### src/rtl/core/usan_pkg.sv
// Package for the UTF-8 stream sanitizer: code constants, controller states and
// the command and status records between the controller and the datapath.
// Depends on nothing; the datapath, the controller and the top level import it.
package usan_pkg;

	localparam int unsigned MAX_UNITS = 4;
	localparam int unsigned UNIT_CNT_W = 3;
	localparam int unsigned UNIT_IDX_W = 2;
	localparam int unsigned SUB_IDX_W = 2;
	localparam int unsigned CODE_W = 21;

	localparam logic [7:0] REPL_BYTE0 = 8'hEF;
	localparam logic [7:0] REPL_BYTE1 = 8'hBF;
	localparam logic [7:0] REPL_BYTE2 = 8'hBD;

	localparam logic [SUB_IDX_W-1:0] SUB_FIRST = 2'd0;
	localparam logic [SUB_IDX_W-1:0] SUB_MID = 2'd1;
	localparam logic [SUB_IDX_W-1:0] SUB_LAST = 2'd2;

	localparam logic [2:0] LEN_NONE = 3'd0;
	localparam logic [2:0] LEN_TWO = 3'd2;
	localparam logic [2:0] LEN_THREE = 3'd3;
	localparam logic [2:0] LEN_FOUR = 3'd4;

	localparam logic [CODE_W-1:0] CODE_MIN_TWO = 21'h000080;
	localparam logic [CODE_W-1:0] CODE_MIN_THREE = 21'h000800;
	localparam logic [CODE_W-1:0] CODE_MIN_FOUR = 21'h010000;
	localparam logic [CODE_W-1:0] CODE_MAX = 21'h10FFFF;
	localparam logic [CODE_W-1:0] SURR_LOW = 21'h00D800;
	localparam logic [CODE_W-1:0] SURR_HIGH = 21'h00DFFF;

	typedef enum logic [1:0] {
		ST_IDLE = 2'b01,
		ST_EMIT = 2'b10
	} ctl_state_t;

	typedef struct packed {
		logic                  take_ok;
		logic                  emit;
		logic                  last_byte;
		logic [UNIT_IDX_W-1:0] unit_idx;
		logic [SUB_IDX_W-1:0]  sub_idx;
	} cmd_t;

	typedef struct packed {
		logic                  loaded;
		logic [UNIT_CNT_W-1:0] plan_units;
		logic [UNIT_CNT_W-1:0] units;
		logic                  cur_rep;
		logic                  out_free;
	} sts_t;

	// One byte of the replacement character U+FFFD.
	function automatic logic [7:0] repl_byte(input logic [SUB_IDX_W-1:0] sub);
		logic [7:0] r;
		unique case (sub)
			SUB_FIRST: r = REPL_BYTE0;
			SUB_MID:   r = REPL_BYTE1;
			SUB_LAST:  r = REPL_BYTE2;
			default:   r = REPL_BYTE2;
		endcase
		return r;
	endfunction

endpackage

### src/rtl/core/usan_in_if.sv
// Input channel of the UTF-8 stream sanitizer: one raw word and its end flag.
// Depends on nothing.
interface usan_in_if;
	logic       valid;
	logic       ready;
	logic [7:0] in_byte;
	logic       text_end;

	modport source(output valid, output in_byte, output text_end, input ready);
	modport sink(input valid, input in_byte, input text_end, output ready);
endinterface

### src/rtl/core/usan_out_if.sv
// Output channel of the UTF-8 stream sanitizer: one sanitized word and its flags.
// Depends on nothing.
interface usan_out_if;
	logic       valid;
	logic       ready;
	logic [7:0] out_byte;
	logic       run_last;
	logic       text_done;
	logic       text_valid;

	modport source(output valid, output out_byte, output run_last, output text_done,
		output text_valid, input ready);
	modport sink(input valid, input out_byte, input run_last, input text_done,
		input text_valid, output ready);
endinterface

### src/rtl/core/usan_datapath.sv
// Datapath of the UTF-8 stream sanitizer: decoder state, emission plan and
// output register. Depends on usan_pkg, usan_in_if and usan_out_if.
module usan_datapath (
	input  logic          clk,
	input  logic          arst_n,
	usan_in_if.sink       raw,
	usan_out_if.source    clean,
	input  usan_pkg::cmd_t cmd,
	output usan_pkg::sts_t sts
);
	import usan_pkg::*;

	logic [7:0]            held_q [3];
	logic [1:0]            held_cnt_q;
	logic [2:0]            seq_len_q;
	logic [CODE_W-1:0]     acc_q;
	logic                  repl_seen_q;

	logic [MAX_UNITS-1:0]  unit_rep_q;
	logic [7:0]            unit_byte_q [MAX_UNITS];
	logic [UNIT_CNT_W-1:0] units_q;
	logic                  text_ok_q;
	logic                  text_end_q;

	logic                  out_valid_q;
	logic [7:0]            out_byte_q;
	logic                  run_last_q;
	logic                  text_done_q;
	logic                  text_valid_q;

	logic [7:0]            b;
	logic                  load;
	logic                  is_cont, is_ascii, is_l2, is_l3, is_l4, is_lead, is_bad;
	logic                  active, take_cont, complete, code_ok, pass_all;
	logic [CODE_W-1:0]     acc_ext, code_min;
	logic [UNIT_CNT_W-1:0] h_ext, rep_n, units_n;
	logic                  pass_b, any_rep;
	logic [MAX_UNITS-1:0]  unit_rep_n;
	logic [7:0]            unit_byte_n [MAX_UNITS];
	logic [7:0]            emit_byte;

	assign b = raw.in_byte;
	assign load = raw.valid & cmd.take_ok;
	assign raw.ready = cmd.take_ok;

	assign is_cont = (b[7:6] == 2'b10);
	assign is_ascii = ~b[7];
	assign is_l2 = (b[7:5] == 3'b110);
	assign is_l3 = (b[7:4] == 4'b1110);
	assign is_l4 = (b[7:3] == 5'b11110);
	assign is_lead = is_l2 | is_l3 | is_l4;
	assign is_bad = ~is_ascii & ~is_lead;

	assign active = (held_cnt_q != 2'd0);
	assign take_cont = active & is_cont;
	assign h_ext = {1'b0, held_cnt_q};
	assign acc_ext = {acc_q[CODE_W-7:0], b[5:0]};
	assign complete = ((h_ext + 3'd1) >= seq_len_q);

	always_comb begin
		unique case (seq_len_q)
			LEN_TWO:   code_min = CODE_MIN_TWO;
			LEN_THREE: code_min = CODE_MIN_THREE;
			default:   code_min = CODE_MIN_FOUR;
		endcase
	end

	assign code_ok = (acc_ext >= code_min) && (acc_ext <= CODE_MAX) &&
		!((acc_ext >= SURR_LOW) && (acc_ext <= SURR_HIGH));
	assign pass_all = take_cont & complete & code_ok;

	// The plan is a run of replacements, optionally followed by the new byte,
	// or, for a good sequence, the held bytes and the new byte passed through.
	always_comb begin
		if (take_cont) begin
			pass_b = 1'b0;
			if (complete) begin
				rep_n = code_ok ? 3'd0 : (h_ext + 3'd1);
			end else begin
				rep_n = raw.text_end ? (h_ext + 3'd1) : 3'd0;
			end
		end else begin
			pass_b = is_ascii;
			rep_n = h_ext + {2'b00, is_bad} + {2'b00, is_lead & raw.text_end};
		end
	end

	assign units_n = pass_all ? (h_ext + 3'd1) : (rep_n + {2'b00, pass_b});
	assign any_rep = ~pass_all & (rep_n != 3'd0);

	always_comb begin
		for (int i = 0; i < MAX_UNITS; i++) begin
			unit_rep_n[i] = ~pass_all && (rep_n > UNIT_CNT_W'(i));
		end
		unit_byte_n[0] = (pass_all && held_cnt_q > 2'd0) ? held_q[0] : b;
		unit_byte_n[1] = (pass_all && held_cnt_q > 2'd1) ? held_q[1] : b;
		unit_byte_n[2] = (pass_all && held_cnt_q > 2'd2) ? held_q[2] : b;
		unit_byte_n[3] = b;
	end

	always_ff @(posedge clk or negedge arst_n) begin
		if (!arst_n) begin
			held_cnt_q <= 2'd0;
			seq_len_q <= LEN_NONE;
			acc_q <= '0;
			repl_seen_q <= 1'b0;
			units_q <= '0;
			text_ok_q <= 1'b0;
			text_end_q <= 1'b0;
		end else if (load) begin
			units_q <= units_n;
			text_ok_q <= ~(repl_seen_q | any_rep);
			text_end_q <= raw.text_end;
			if (raw.text_end) begin
				held_cnt_q <= 2'd0;
				seq_len_q <= LEN_NONE;
				acc_q <= '0;
				repl_seen_q <= 1'b0;
			end else begin
				repl_seen_q <= repl_seen_q | any_rep;
				if (take_cont && !complete) begin
					held_cnt_q <= held_cnt_q + 2'd1;
					acc_q <= acc_ext;
				end else if (!take_cont && is_lead) begin
					held_cnt_q <= 2'd1;
					priority if (is_l2) begin
						seq_len_q <= LEN_TWO;
						acc_q <= {16'd0, b[4:0]};
					end else if (is_l3) begin
						seq_len_q <= LEN_THREE;
						acc_q <= {17'd0, b[3:0]};
					end else begin
						seq_len_q <= LEN_FOUR;
						acc_q <= {18'd0, b[2:0]};
					end
				end else begin
					held_cnt_q <= 2'd0;
					seq_len_q <= LEN_NONE;
					acc_q <= '0;
				end
			end
		end
	end

	// Held words and the plan contents carry no reset.
	always_ff @(posedge clk) begin
		if (load) begin
			unit_rep_q <= unit_rep_n;
			for (int i = 0; i < MAX_UNITS; i++) begin
				unit_byte_q[i] <= unit_byte_n[i];
			end
			if (take_cont && !complete) begin
				for (int i = 0; i < 3; i++) begin
					if (held_cnt_q == 2'(i)) begin
						held_q[i] <= b;
					end
				end
			end else if (!take_cont && is_lead) begin
				held_q[0] <= b;
			end
		end
	end

	assign emit_byte = unit_rep_q[cmd.unit_idx] ? repl_byte(cmd.sub_idx)
		: unit_byte_q[cmd.unit_idx];

	always_ff @(posedge clk or negedge arst_n) begin
		if (!arst_n) begin
			out_valid_q <= 1'b0;
		end else if (cmd.emit) begin
			out_valid_q <= 1'b1;
		end else if (clean.ready) begin
			out_valid_q <= 1'b0;
		end
	end

	always_ff @(posedge clk) begin
		if (cmd.emit) begin
			out_byte_q <= emit_byte;
			run_last_q <= cmd.last_byte;
			text_done_q <= cmd.last_byte & text_end_q;
			text_valid_q <= cmd.last_byte & text_end_q & text_ok_q;
		end
	end

	assign clean.valid = out_valid_q;
	assign clean.out_byte = out_byte_q;
	assign clean.run_last = run_last_q;
	assign clean.text_done = text_done_q;
	assign clean.text_valid = text_valid_q;

	assign sts.loaded = load;
	assign sts.plan_units = units_n;
	assign sts.units = units_q;
	assign sts.cur_rep = unit_rep_q[cmd.unit_idx];
	assign sts.out_free = ~out_valid_q | clean.ready;

	a_held_below_len: assert property (@(posedge clk) disable iff (!arst_n)
		held_cnt_q != 2'd0 |-> h_ext < seq_len_q)
		else $error("held count reached the sequence length");

	a_end_clears: assert property (@(posedge clk) disable iff (!arst_n)
		load && raw.text_end |=> held_cnt_q == 2'd0 && !repl_seen_q)
		else $error("decoder state not cleared after the final word");

	a_plan_fits: assert property (@(posedge clk) disable iff (!arst_n)
		load |-> units_n <= UNIT_CNT_W'(MAX_UNITS))
		else $error("emission plan longer than the unit buffer");

endmodule

### src/rtl/core/usan_ctrl.sv
// Controller of the UTF-8 stream sanitizer: sequences the planned units and
// the words of each replacement. Depends on usan_pkg.
module usan_ctrl (
	input  logic           clk,
	input  logic           arst_n,
	input  usan_pkg::sts_t sts,
	output usan_pkg::cmd_t cmd
);
	import usan_pkg::*;

	ctl_state_t            state_q;
	logic [UNIT_IDX_W-1:0] unit_idx_q;
	logic [SUB_IDX_W-1:0]  sub_idx_q;
	logic                  unit_done, last_unit, emit;

	assign unit_done = ~sts.cur_rep | (sub_idx_q == SUB_LAST);
	assign last_unit = ({1'b0, unit_idx_q} == (sts.units - 3'd1));
	assign emit = (state_q == ST_EMIT) & sts.out_free;

	assign cmd.take_ok = (state_q == ST_IDLE);
	assign cmd.emit = emit;
	assign cmd.last_byte = last_unit & unit_done;
	assign cmd.unit_idx = unit_idx_q;
	assign cmd.sub_idx = sub_idx_q;

	always_ff @(posedge clk or negedge arst_n) begin
		if (!arst_n) begin
			state_q <= ST_IDLE;
			unit_idx_q <= '0;
			sub_idx_q <= SUB_FIRST;
		end else begin
			unique case (state_q)
				ST_IDLE: begin
					if (sts.loaded && sts.plan_units != 3'd0) begin
						state_q <= ST_EMIT;
						unit_idx_q <= '0;
						sub_idx_q <= SUB_FIRST;
					end
				end
				ST_EMIT: begin
					if (emit) begin
						if (last_unit && unit_done) begin
							state_q <= ST_IDLE;
						end else if (unit_done) begin
							unit_idx_q <= unit_idx_q + 2'd1;
							sub_idx_q <= SUB_FIRST;
						end else begin
							sub_idx_q <= sub_idx_q + 2'd1;
						end
					end
				end
				default: state_q <= ST_IDLE;
			endcase
		end
	end

	a_idx_in_plan: assert property (@(posedge clk) disable iff (!arst_n)
		state_q == ST_EMIT |-> {1'b0, unit_idx_q} < sts.units)
		else $error("unit index beyond the plan");

	a_pass_single: assert property (@(posedge clk) disable iff (!arst_n)
		state_q == ST_EMIT && !sts.cur_rep |-> sub_idx_q == SUB_FIRST)
		else $error("passed word sequenced as a replacement");

	a_sub_range: assert property (@(posedge clk) disable iff (!arst_n)
		emit && !(last_unit && unit_done) |=> state_q == ST_EMIT)
		else $error("left emission before the last word");

endmodule

### src/rtl/core/utf8_stream_sanitizer_core.sv
// Top level of the UTF-8 stream sanitizer: controller plus datapath.
// Depends on usan_pkg, usan_in_if, usan_out_if, usan_datapath and usan_ctrl.
//
//   channel | role   | word payload
//   --------+--------+-------------------------------------------------
//   raw     | sink   | in_byte[7:0], text_end
//   clean   | source | out_byte[7:0], run_last, text_done, text_valid
//
// An input word is taken while the controller is idle; it then produces its
// result words at one word per cycle while the output side takes them, n
// result words in all (n is 0 to 12). The unit sequencer in the controller
// steps through the plan one output word at a time, and takes no new input
// until the last one is loaded. The output register keeps the last result of
// one word while the next input word is accepted. Reset is asynchronous and
// active low and returns the decoder to the empty state with no replacement
// seen. A stall on the output channel holds the sequencer; the input stays
// blocked.
//
// A good multi-byte sequence is held in the datapath until it is complete and
// then passed through in order. A failure turns each held word, and a final
// continuation that makes an invalid code, into EF BF BD; another offending
// word is looked at again as a possible new lead. The final word of a text
// also flushes what is still held and carries the verdict on the whole text.
module utf8_stream_sanitizer_core (
	input  logic       clk,
	input  logic       arst_n,
	usan_in_if.sink    raw,
	usan_out_if.source clean
);
	import usan_pkg::*;

	cmd_t cmd;
	sts_t sts;

	// The controller only sees status; all words stay in the datapath.
	usan_ctrl u_ctrl (
		.clk    (clk),
		.arst_n (arst_n),
		.sts    (sts),
		.cmd    (cmd)
	);

	usan_datapath u_datapath (
		.clk    (clk),
		.arst_n (arst_n),
		.raw    (raw),
		.clean  (clean),
		.cmd    (cmd),
		.sts    (sts)
	);

endmodule
### src/flat_wrapper.sv
// flat-port wrapper written by rule: the top's interface ports become plain ports
module utf8_stream_sanitizer_core_flat import usan_pkg::*;
  (clk, arst_n, raw_valid, raw_in_byte, raw_text_end, raw_ready, clean_valid, clean_out_byte, clean_run_last, clean_text_done, clean_text_valid, clean_ready);
  usan_in_if raw_i ();
  usan_out_if clean_i ();
  input  logic clk;
  input  logic arst_n;
  input wire logic [$bits(raw_i.valid)-1:0] raw_valid;
  input wire logic [$bits(raw_i.in_byte)-1:0] raw_in_byte;
  input wire logic [$bits(raw_i.text_end)-1:0] raw_text_end;
  output wire logic [$bits(raw_i.ready)-1:0] raw_ready;
  output wire logic [$bits(clean_i.valid)-1:0] clean_valid;
  output wire logic [$bits(clean_i.out_byte)-1:0] clean_out_byte;
  output wire logic [$bits(clean_i.run_last)-1:0] clean_run_last;
  output wire logic [$bits(clean_i.text_done)-1:0] clean_text_done;
  output wire logic [$bits(clean_i.text_valid)-1:0] clean_text_valid;
  input wire logic [$bits(clean_i.ready)-1:0] clean_ready;
  assign raw_i.valid = raw_valid;
  assign raw_i.in_byte = raw_in_byte;
  assign raw_i.text_end = raw_text_end;
  assign raw_ready = raw_i.ready;
  assign clean_valid = clean_i.valid;
  assign clean_out_byte = clean_i.out_byte;
  assign clean_run_last = clean_i.run_last;
  assign clean_text_done = clean_i.text_done;
  assign clean_text_valid = clean_i.text_valid;
  assign clean_i.ready = clean_ready;
  utf8_stream_sanitizer_core u_core (.clk(clk), .arst_n(arst_n), .raw(raw_i), .clean(clean_i));
endmodule
### config.mk
export PLATFORM = sky130hd
export DESIGN_NAME = utf8_stream_sanitizer_core_flat
export DESIGN_NICKNAME = d
export VERILOG_FILES = /design/src/rtl/core/usan_pkg.sv /design/src/rtl/core/usan_in_if.sv /design/src/rtl/core/usan_out_if.sv /design/src/rtl/core/usan_datapath.sv /design/src/rtl/core/usan_ctrl.sv /design/src/rtl/core/utf8_stream_sanitizer_core.sv /design/src/flat_wrapper.sv
export SDC_FILE = /design/constraint.sdc
export NUM_CORES = 1
export LEC_CHECK = 0
export BUFFER_PORTS_ARGS = -buffer_cell sky130_fd_sc_hd__clkbuf_2
export CAP_MARGIN = 10
export CORE_AREA = 2 2 122 124
export DETAILED_ROUTE_END_ITERATION = 8
export DIE_AREA = 0 0 124 126
export SYNTH_ARGS = -nofsm -noshare
export SYNTH_HDL_FRONTEND = slang
export SYNTH_SLANG_ARGS = --single-unit
### constraint.sdc
create_clock -name clk -period 4.7 [get_ports clk]
set_input_delay 0 -clock clk [delete_from_list [all_inputs] [get_ports clk]]
set_output_delay 0 -clock clk [all_outputs]
set_load 0.01 [all_outputs]
-- After elaboration in Yosys (flattened, before gate mapping)
Memory sizes are Yosys's and may differ from the RTL's.
Index checks and enable logic that the tools add are counted.
- flip-flop bits (word level): 48
- memory bits (writable): 56
- bits of input ports: 13
- output and inout bits: 13
- word-level logic and storage cells: 179
- memories: 2
- memory list (name ; depth ; width ; read ports ; clocked after Yosys merged registers in ; wr ports ; RTL line ; source):
    u_core.u_datapath.unit_byte_q ; 4 ; 8 ; 1 ; 0 ; 4 ; usan_datapath.sv:20 ; logic [7:0] unit_byte_q [MAX_UNITS];
    u_core.u_datapath.held_q ; 3 ; 8 ; 3 ; 0 ; 1 ; usan_datapath.sv:13 ; logic [7:0] held_q [3];
- $add $sub $neg: 8
- order comparisons: 13
- eq/ne operators: 19
- mux-type cells: 68
- bitwise gates (word level): 23
- reduce and logical (&&, ||, !) cells: 30
- operators with widths (kind ; number):
    2-to-1 mux 8 bit ; 7
    case mux 17 bit (2 select lines) ; 1
    2-to-1 mux 15 bit ; 2
    2-to-1 mux 3 bit ; 10
    2-to-1 mux 2 bit ; 14
    2-to-1 mux 1 bit ; 26
    >= comparator 21 x 16 -> 1 bit (second input constant) ; 1
    >= comparator 21 x 17 -> 1 bit ; 1
    <= comparator 21 x 16 -> 1 bit (second input constant) ; 1
    <= comparator 21 bit (second input constant) ; 1
    OR reduction 8 bit ; 2
    logical AND 1 bit ; 14
    case mux 7 bit (2 select lines) ; 1
    case mux 2 bit (2 select lines) ; 3
    bitwise AND 1 bit ; 11
    2-to-1 mux 5 bit ; 2
    == test 2 bit (second input constant) ; 4
    inequality test 2 bit (second input constant) ; 4
    adder 2 x 1 -> 2 bit (second input constant) ; 3
    adder 3 x 1 -> 3 bit ; 2
    == test 2 x 1 -> 1 bit (second input constant) ; 3
    == test 3 x 2 -> 1 bit (second input constant) ; 2
    > comparator 3 x 1 -> 1 bit (second input constant) ; 2
    > comparator 3 x 2 -> 1 bit (second input constant) ; 2
    other kinds (24) ; 42

-- Longest topological paths before layout
- depth after elaboration: 14
- mapped depth: 20

-- Cells and area by module
Synthesis repeated with hierarchy kept, for this count alone.
- cell total of the unflattened synthesis: 357
- area, all modules: 4878.4 um^2
- modules (own cells, without submodules) (module ; times used ; cells each ; area an instance (um^2)):
    usan_datapath ; 1 ; 314 ; 4461.8
    usan_ctrl ; 1 ; 43 ; 416.6

-- Worst setup path after synthesis
No wires, ideal clock.
- kind: reg-to-reg
- start: register u_core.u_datapath.held_cnt_q[0]
- end: register u_core.u_ctrl.sub_idx_q[1]
- arrival time: 4084 ps
- data required time: 4578 ps
- slack: 494 ps
- cell stages (with the launch flop): 19
- buffers on the path: 2
- period minus slack after synthesis: 4206 ps
- cell sequence: dfrtp_1 -> inv_1 -> ha_1 -> ha_1 -> nand2_1 -> o21ai_1 -> and4_4 -> and2_2 -> buf_2 -> buf_2 -> nor2_1 -> ha_1 -> ha_1 -> xor2_1 -> a221o_2 -> nor4_1 -> a21oi_1 -> nand2b_1 -> a32o_1
- longest elaborated chain between the ends: 10
- RTL lines (item ; RTL line ; source):
    start, declared ; usan_datapath.sv:14 ; logic [1:0] held_cnt_q;
    start signal, assigned ; usan_datapath.sv:122 ; held_cnt_q <= held_cnt_q + 2'd1;
    adder 2 x 1 -> 3 bit ; -- ;
    >= comparator 3 bit (tied with other cells) ; usan_datapath.sv:58 ; assign complete = ((h_ext + 3'd1) >= seq_len_q);
    2-to-1 mux 3 bit ; usan_datapath.sv:77 ; if (complete) begin
    2-to-1 mux 3 bit ; usan_datapath.sv:75 ; if (take_cont) begin
    adder 3 x 1 -> 3 bit ; usan_datapath.sv:88 ; assign units_n = pass_all ? (h_ext + 3'd1) : (rep_n + {2'b00, pass_b});
    2-to-1 mux 3 bit * ; usan_datapath.sv:88 ;
    nonzero test 3 bit * ; usan_ctrl.sv:34 ; if (sts.loaded && sts.plan_units != 3'd0) begin
    logical AND 1 bit * ; usan_ctrl.sv:34 ;
    inequality test 2 x 1 -> 1 bit (no source line) * ; -- ;
    AND reduction 4 bit (no source line) * ; -- ;
    end signal, assigned ; usan_ctrl.sv:48 ; sub_idx_q <= sub_idx_q + 2'd1;
    end, declared ; usan_ctrl.sv:13 ; logic [SUB_IDX_W-1:0] sub_idx_q;
Every way passes the cells marked *; elsewhere a longest branch is shown, timed or not.
A chain may end at the register's enable or synchronous reset.

-- Worst setup path in the final report
Same ends and word-level chain as after synthesis.

==> insert_results.sql <==
INSERT INTO impl_metrics (metric_group, metric, value, unit) VALUES
('status', 'status', 'finished, final reports clean', ''),
('place', 'place_congestion', '0.812', ''),
('global_route', 'grt_pass1_wl', '15.5', 'mm'),
('place', 'place.detailed.hpwl', '6.63', 'mm'),
('timing', 'rsz0062_at_grt', 'false', ''),
('logic_synthesis', 'synth-edff-count', '71', ''),
('logic_synthesis', 'synth-seq-area-share', '60.5', '%'),
('logic_synthesis', 'syn_avg_cell_area', '13.3', 'µm²'),
('power', 'power.ir.vdd_worst', '204', 'µV'),
('floorplanning', 'boundaryPins', '26', ''),
('critical_path', 'timing.critical_path.required', '4.93', 'ns'),
('min_path', 'hold_path.class', 'input pin to flop', ''),
('critical_path', 'cp_max_fo', '20', ''),
('timing', 'worst_slew_margin_rel', '14.1', '%'),
('timing', 'timing.clock.skew', '0.0122', 'ns'),
('clock_network', 'clkLatencyLatePin', '0.35', 'ns'),
('cells_and_area', 'antenna_cells', '0', ''),
('floorplanning', 'core.rowCount', '44', ''),
('global_route', 'initial_antenna_violation_count', '0', ''),
('place', 'port_buffers', '25', ''),
('logic_synthesis', 'mappedNetlistArea', '4890', 'µm²'),
('global_route', 'first_global_vias', '3017', ''),
('power', 'pwr-share-clk', '30.1', '%'),
('clock_network', 'cts_max_level', '3', ''),
('timing', 'maxClockFrequency', '235', 'MHz'),
('drt', 'vias', '2972', ''),
('critical_path', 'start_kind', 'flop', ''),
('power', 'pwr_density_cell', '466', 'nW/µm²'),
('power', 'p_sw_share', '29.8', '%'),
('critical_path', 'worstSetupEndpointType', 'flop', ''),
('logic_synthesis', 'netlist-cell-type-count', '57', ''),
('drt', 'drt-total-wl', '9.45', 'mm'),
('drt', 'drt_iter0_drc', '213', ''),
('floorplanning', 'total_die_area', '15600', 'µm²'),
('floorplanning', 'placeableCoreArea', '14300', 'µm²'),
('logic_synthesis', 'syn_inst', '368', ''),
('timing', 'hold_violation_count_in_the_final_report', '0', ''),
('power', 'p_seq_share', '47.6', '%'),
('power', 'netSwitchingPower', '0.000768', 'W'),
('floorplanning', 'initial_util', '34.2', '%'),
('global_route', 'grt_overflow_total', '0', ''),
('logic_synthesis', 'synth.area.top_cells', 'sky130_fd_sc_hd__edfxtp_1, sky130_fd_sc_hd__dfrtp_1, sky130_fd_sc_hd__ha_1', ''),
('logic_synthesis', 'syn-num-nets', '403', ''),
('drt', 'vias_per_cell', '5.09', ''),
('logic_synthesis', 'ys.flop_type', 'sky130_fd_sc_hd__edfxtp_1', ''),
('logic_synthesis', 'asyncSetResetFlopFracSynth', '31.7', '%'),
('floorplanning', 'die_width', '124', 'µm'),
('drt', 'dr.pass1.iters', '4', ''),
('cells_and_area', 'drive_above_1_share', '20.5', '%'),
('global_route', 'grt_start_max_net_pins', '43', ''),
('clock_network', 'clockRootBuffer', 'sky130_fd_sc_hd__clkbuf_16', ''),
('clock_network', 'clock_sinks', '104', ''),
('drt', 'detail_route.wl_per_cell', '16.2', 'µm'),
('timing', 'final_critical_delay_including_setup_and_external_delays', '4.25', 'ns'),
('clock_network', 'ctsLongestPathBuffers', '2', ''),
('timing', 'tns', '0', 'ns'),
('logic_synthesis', 'synth-warning-count', '0', ''),
('power', 'post-layout-total-power', '0.00258', 'W'),
('critical_path', 'cp.arrival', '4.48', 'ns'),
('timing', 'setup-violations-final', '0', ''),
('logic_synthesis', 'synth_top_cell_by_area', 'sky130_fd_sc_hd__edfxtp_1', ''),
('drt', 'drcViolationCount', '0', ''),
('cells_and_area', 'design.final.nets', '430', ''),
('critical_path', 'class_of_the_most_critical_setup_path', 'flop to flop', ''),
('power', 'comb_power_share', '22.3', '%'),
('power', 'p_leak', '2.19', 'nW'),
('timing', 'final.period_utilization', '90.4', '%'),
('logic_synthesis', 'yosys_register_bits', '104', ''),
('cells_and_area', 'syn_to_final_growth', '13.1', '%'),
('timing', 'maxSlewViolCount', '0', ''),
('logic_synthesis', 'yosys.area.top_type_share', '43.6', '%'),
('flow_run', 'drv.max_cap_violation_count', '0', ''),
('drt', 'ant_nets', '0', ''),
('clock_network', 'cts_bufs_inserted', '9', ''),
('power', 'p_int', '0.00181', 'W'),
('cells_and_area', 'final.fill_count', '1357', ''),
('floorplanning', 'die_y', '126', 'µm'),
('clock_network', 'cts.reportedPaths.clkPinSlew', '0.08', 'ns'),
('timing', 'tightest_slew', '1.28', 'ns'),
('clock_network', 'cts_tree', 'built', ''),
('global_route', 'track_usage', '12.9', '%');
==> placed cells by master, fill, tap and decap left out, types with 2 or more instances in the layout <==
cell	synthesis	layout
sky130_fd_sc_hd__a211oi_1	3	3
sky130_fd_sc_hd__a21o_1	3	3
sky130_fd_sc_hd__a21oi_1	11	11
sky130_fd_sc_hd__a22o_1	14	14
sky130_fd_sc_hd__a22oi_1	3	3
sky130_fd_sc_hd__a31oi_1	2	2
sky130_fd_sc_hd__a32o_1	2	2
sky130_fd_sc_hd__and2_1	3	3
sky130_fd_sc_hd__and2_2	2	2
sky130_fd_sc_hd__and3_1	5	5
sky130_fd_sc_hd__and4b_1	2	2
sky130_fd_sc_hd__buf_4	0	2
sky130_fd_sc_hd__clkbuf_16	0	9
sky130_fd_sc_hd__clkbuf_2	0	25
sky130_fd_sc_hd__clkinv_4	0	2
sky130_fd_sc_hd__dfrtp_1	32	32
sky130_fd_sc_hd__dlygate4sd3_1	0	2
sky130_fd_sc_hd__edfxtp_1	71	71
sky130_fd_sc_hd__ha_1	21	21
sky130_fd_sc_hd__inv_1	23	23
sky130_fd_sc_hd__inv_8	0	2
sky130_fd_sc_hd__mux2_2	8	8
sky130_fd_sc_hd__mux2_4	7	7
sky130_fd_sc_hd__mux4_2	9	9
sky130_fd_sc_hd__nand2_1	34	34
sky130_fd_sc_hd__nand2b_1	8	8
sky130_fd_sc_hd__nand3_1	6	6
sky130_fd_sc_hd__nand4_1	2	2
sky130_fd_sc_hd__nand4b_1	2	2
sky130_fd_sc_hd__nor2_1	15	15
sky130_fd_sc_hd__nor2b_1	3	3
sky130_fd_sc_hd__nor3_1	6	6
sky130_fd_sc_hd__nor3b_1	2	2
sky130_fd_sc_hd__nor4_1	4	4
sky130_fd_sc_hd__o21a_1	2	2
sky130_fd_sc_hd__o21ai_0	18	18
sky130_fd_sc_hd__o21bai_1	2	2
sky130_fd_sc_hd__o41ai_1	3	3
sky130_fd_sc_hd__or2_2	5	5
sky130_fd_sc_hd__xor2_1	3	3
==> registers in the layout (all words and copies together), names as in the netlist <==
register and count:
u_core.u_datapath.clean.run_last 1, u_core.u_ctrl.unit_idx_q 2, u_core.u_datapath.held_cnt_q 2, u_core.u_datapath.unit_byte_q 32, u_core.u_ctrl.state_q 2, u_core.u_datapath.text_ok_q 1, u_core.u_datapath.clean.out_byte 8, u_core.u_datapath.held_q 24
u_core.u_datapath.unit_rep_q 4, u_core.u_datapath.seq_len_q 3, u_core.u_datapath.acc_q 15, u_core.u_datapath.units_q 3, u_core.u_ctrl.sub_idx_q 2, u_core.u_datapath.clean.text_done 1, u_core.u_datapath.clean.valid 1, u_core.u_datapath.repl_seen_q 1
u_core.u_datapath.clean.text_valid 1, u_core.u_datapath.text_end_q 1
==> synth_stat cells (all sizes together), types with 3 or more instances <==
master / number
edfxtp: 71
nand2: 35
dfrtp: 32
inv: 23
ha: 21
o21ai: 19
mux2: 15
nor2: 15
a22o: 14
a21oi: 12
mux4: 9
nand2b: 8
clkbuf: 7
buf: 6
nand3: 6
nor3: 6
and2: 5
and3: 5
or2: 5
nor4: 4
a211oi: 3
a21o: 3
a22oi: 3
nor2b: 3
o41ai: 3
xor2: 3
==> worst max-delay path, stage by stage (launching register included) <==
cell	delay, ns
sky130_fd_sc_hd__dfrtp_1	0.54
sky130_fd_sc_hd__inv_1	0.17
sky130_fd_sc_hd__ha_1	0.40
sky130_fd_sc_hd__ha_1	0.31
sky130_fd_sc_hd__nand2_1	0.06
sky130_fd_sc_hd__o21ai_2	0.25
sky130_fd_sc_hd__and4_4	0.30
sky130_fd_sc_hd__and2_2	0.15
sky130_fd_sc_hd__buf_4	0.21
sky130_fd_sc_hd__a21oi_1	0.07
sky130_fd_sc_hd__ha_1	0.22
sky130_fd_sc_hd__xor2_1	0.15
sky130_fd_sc_hd__a221o_2	0.39
sky130_fd_sc_hd__nor4_1	0.25
sky130_fd_sc_hd__a21oi_1	0.17
sky130_fd_sc_hd__nand2b_1	0.21
sky130_fd_sc_hd__a32o_1	0.26
==> final timing paths <==
path / from / end / slack (ns) / cells after the start
min: raw_in_byte[0] / u_core.u_datapath.held_q[0][0] / 0.003 / 1
min reg2reg: u_core.u_datapath.repl_seen_q / u_core.u_datapath.text_ok_q / 0.46 / 1
max in group asynchronous: arst_n / u_core.u_datapath.units_q[0] / 3.86 / 2
max: u_core.u_datapath.held_cnt_q[0] / u_core.u_ctrl.sub_idx_q[1] / 0.45 / 16
min in group asynchronous: arst_n / u_core.u_datapath.acc_q[8] / 0.30 / 2
max reg2reg: u_core.u_datapath.held_cnt_q[0] / u_core.u_ctrl.sub_idx_q[1] / 0.45 / 16
==> metal layers <==
| metal | global-route usage (%) | wire [µm] | up-vias |
|---|---|---|---|
| li1 | - | - | 1431 |
| met1 | 17.0 | 4360 | 1462 |
| met2 | 21.0 | 4550 | 61 |
| met3 | 1.68 | 306 | 18 |
| met4 | 6.15 | 237 | 0 |
| met5 | 0 | 0 | - |
==> kinds of logic (layout without fill, tap and decap cells) <==
kind of cell,after synthesis,count (layout),synth area share [%]
flops,104,104,60.5
buf+inv,36,68,3.12
mux,25,25,8.34
compound gates,72,72,10.2
simple gates,105,105,11.3
fa+ha+maj,22,22,5.78
xor+xnor,4,4,0.716
==> cell type report <==
type                            instances  area (µm²)  area share (%)
Clock inverter                          7        86.3            1.56
Tap cell                              184         230            4.16
Sequential cell                       104        2960            53.5
Clock buffer                            9         225            4.07
Multi-Input combinational cell        228        1780            32.2
Timing Repair Buffer                   29         160            2.90
Inverter                               23        86.3            1.56
==> through the flow <==
step	hold WS [ns]	util, %	setup slack [ns]	area (µm²)	cells
after CTS	0.00457	38.6	0.353	5530	584
after floorplan	-0.296	-	0.494	4890	368
final	0.00317	38.6	0.453	5530	584
after global placement	0.145	36.3	0.527	5190	566
after global routing	0.0198	38.6	0.0704	5530	584
after detailed placement	0.151	36.3	0.374	5190	566
==> power groups by stage <==
stage / Clock (W) / Combinational (W) / Sequential (W)
finish: 0.000774 / 0.000574 / 0.00123
global route: 0.000819 / 0.000650 / 0.00124
CTS: 0.000790 / 0.000578 / 0.00123
detailed placement: 0 / 0.000574 / 0.00125
global placement: 0 / 0.000563 / 0.00124
floorplan: 0 / 0.000439 / 0.00122
==> timing repair <==
action | 4_1_cts | 5_1_grt
resized for setup | 0 | 1
buffers inserted | 0 | 0
hold buffers | 2 | 0
endpoints found under the setup margin | 0 | 2
hold endpoints to repair | 36 | 0
(Power assumes the default switching activity.)
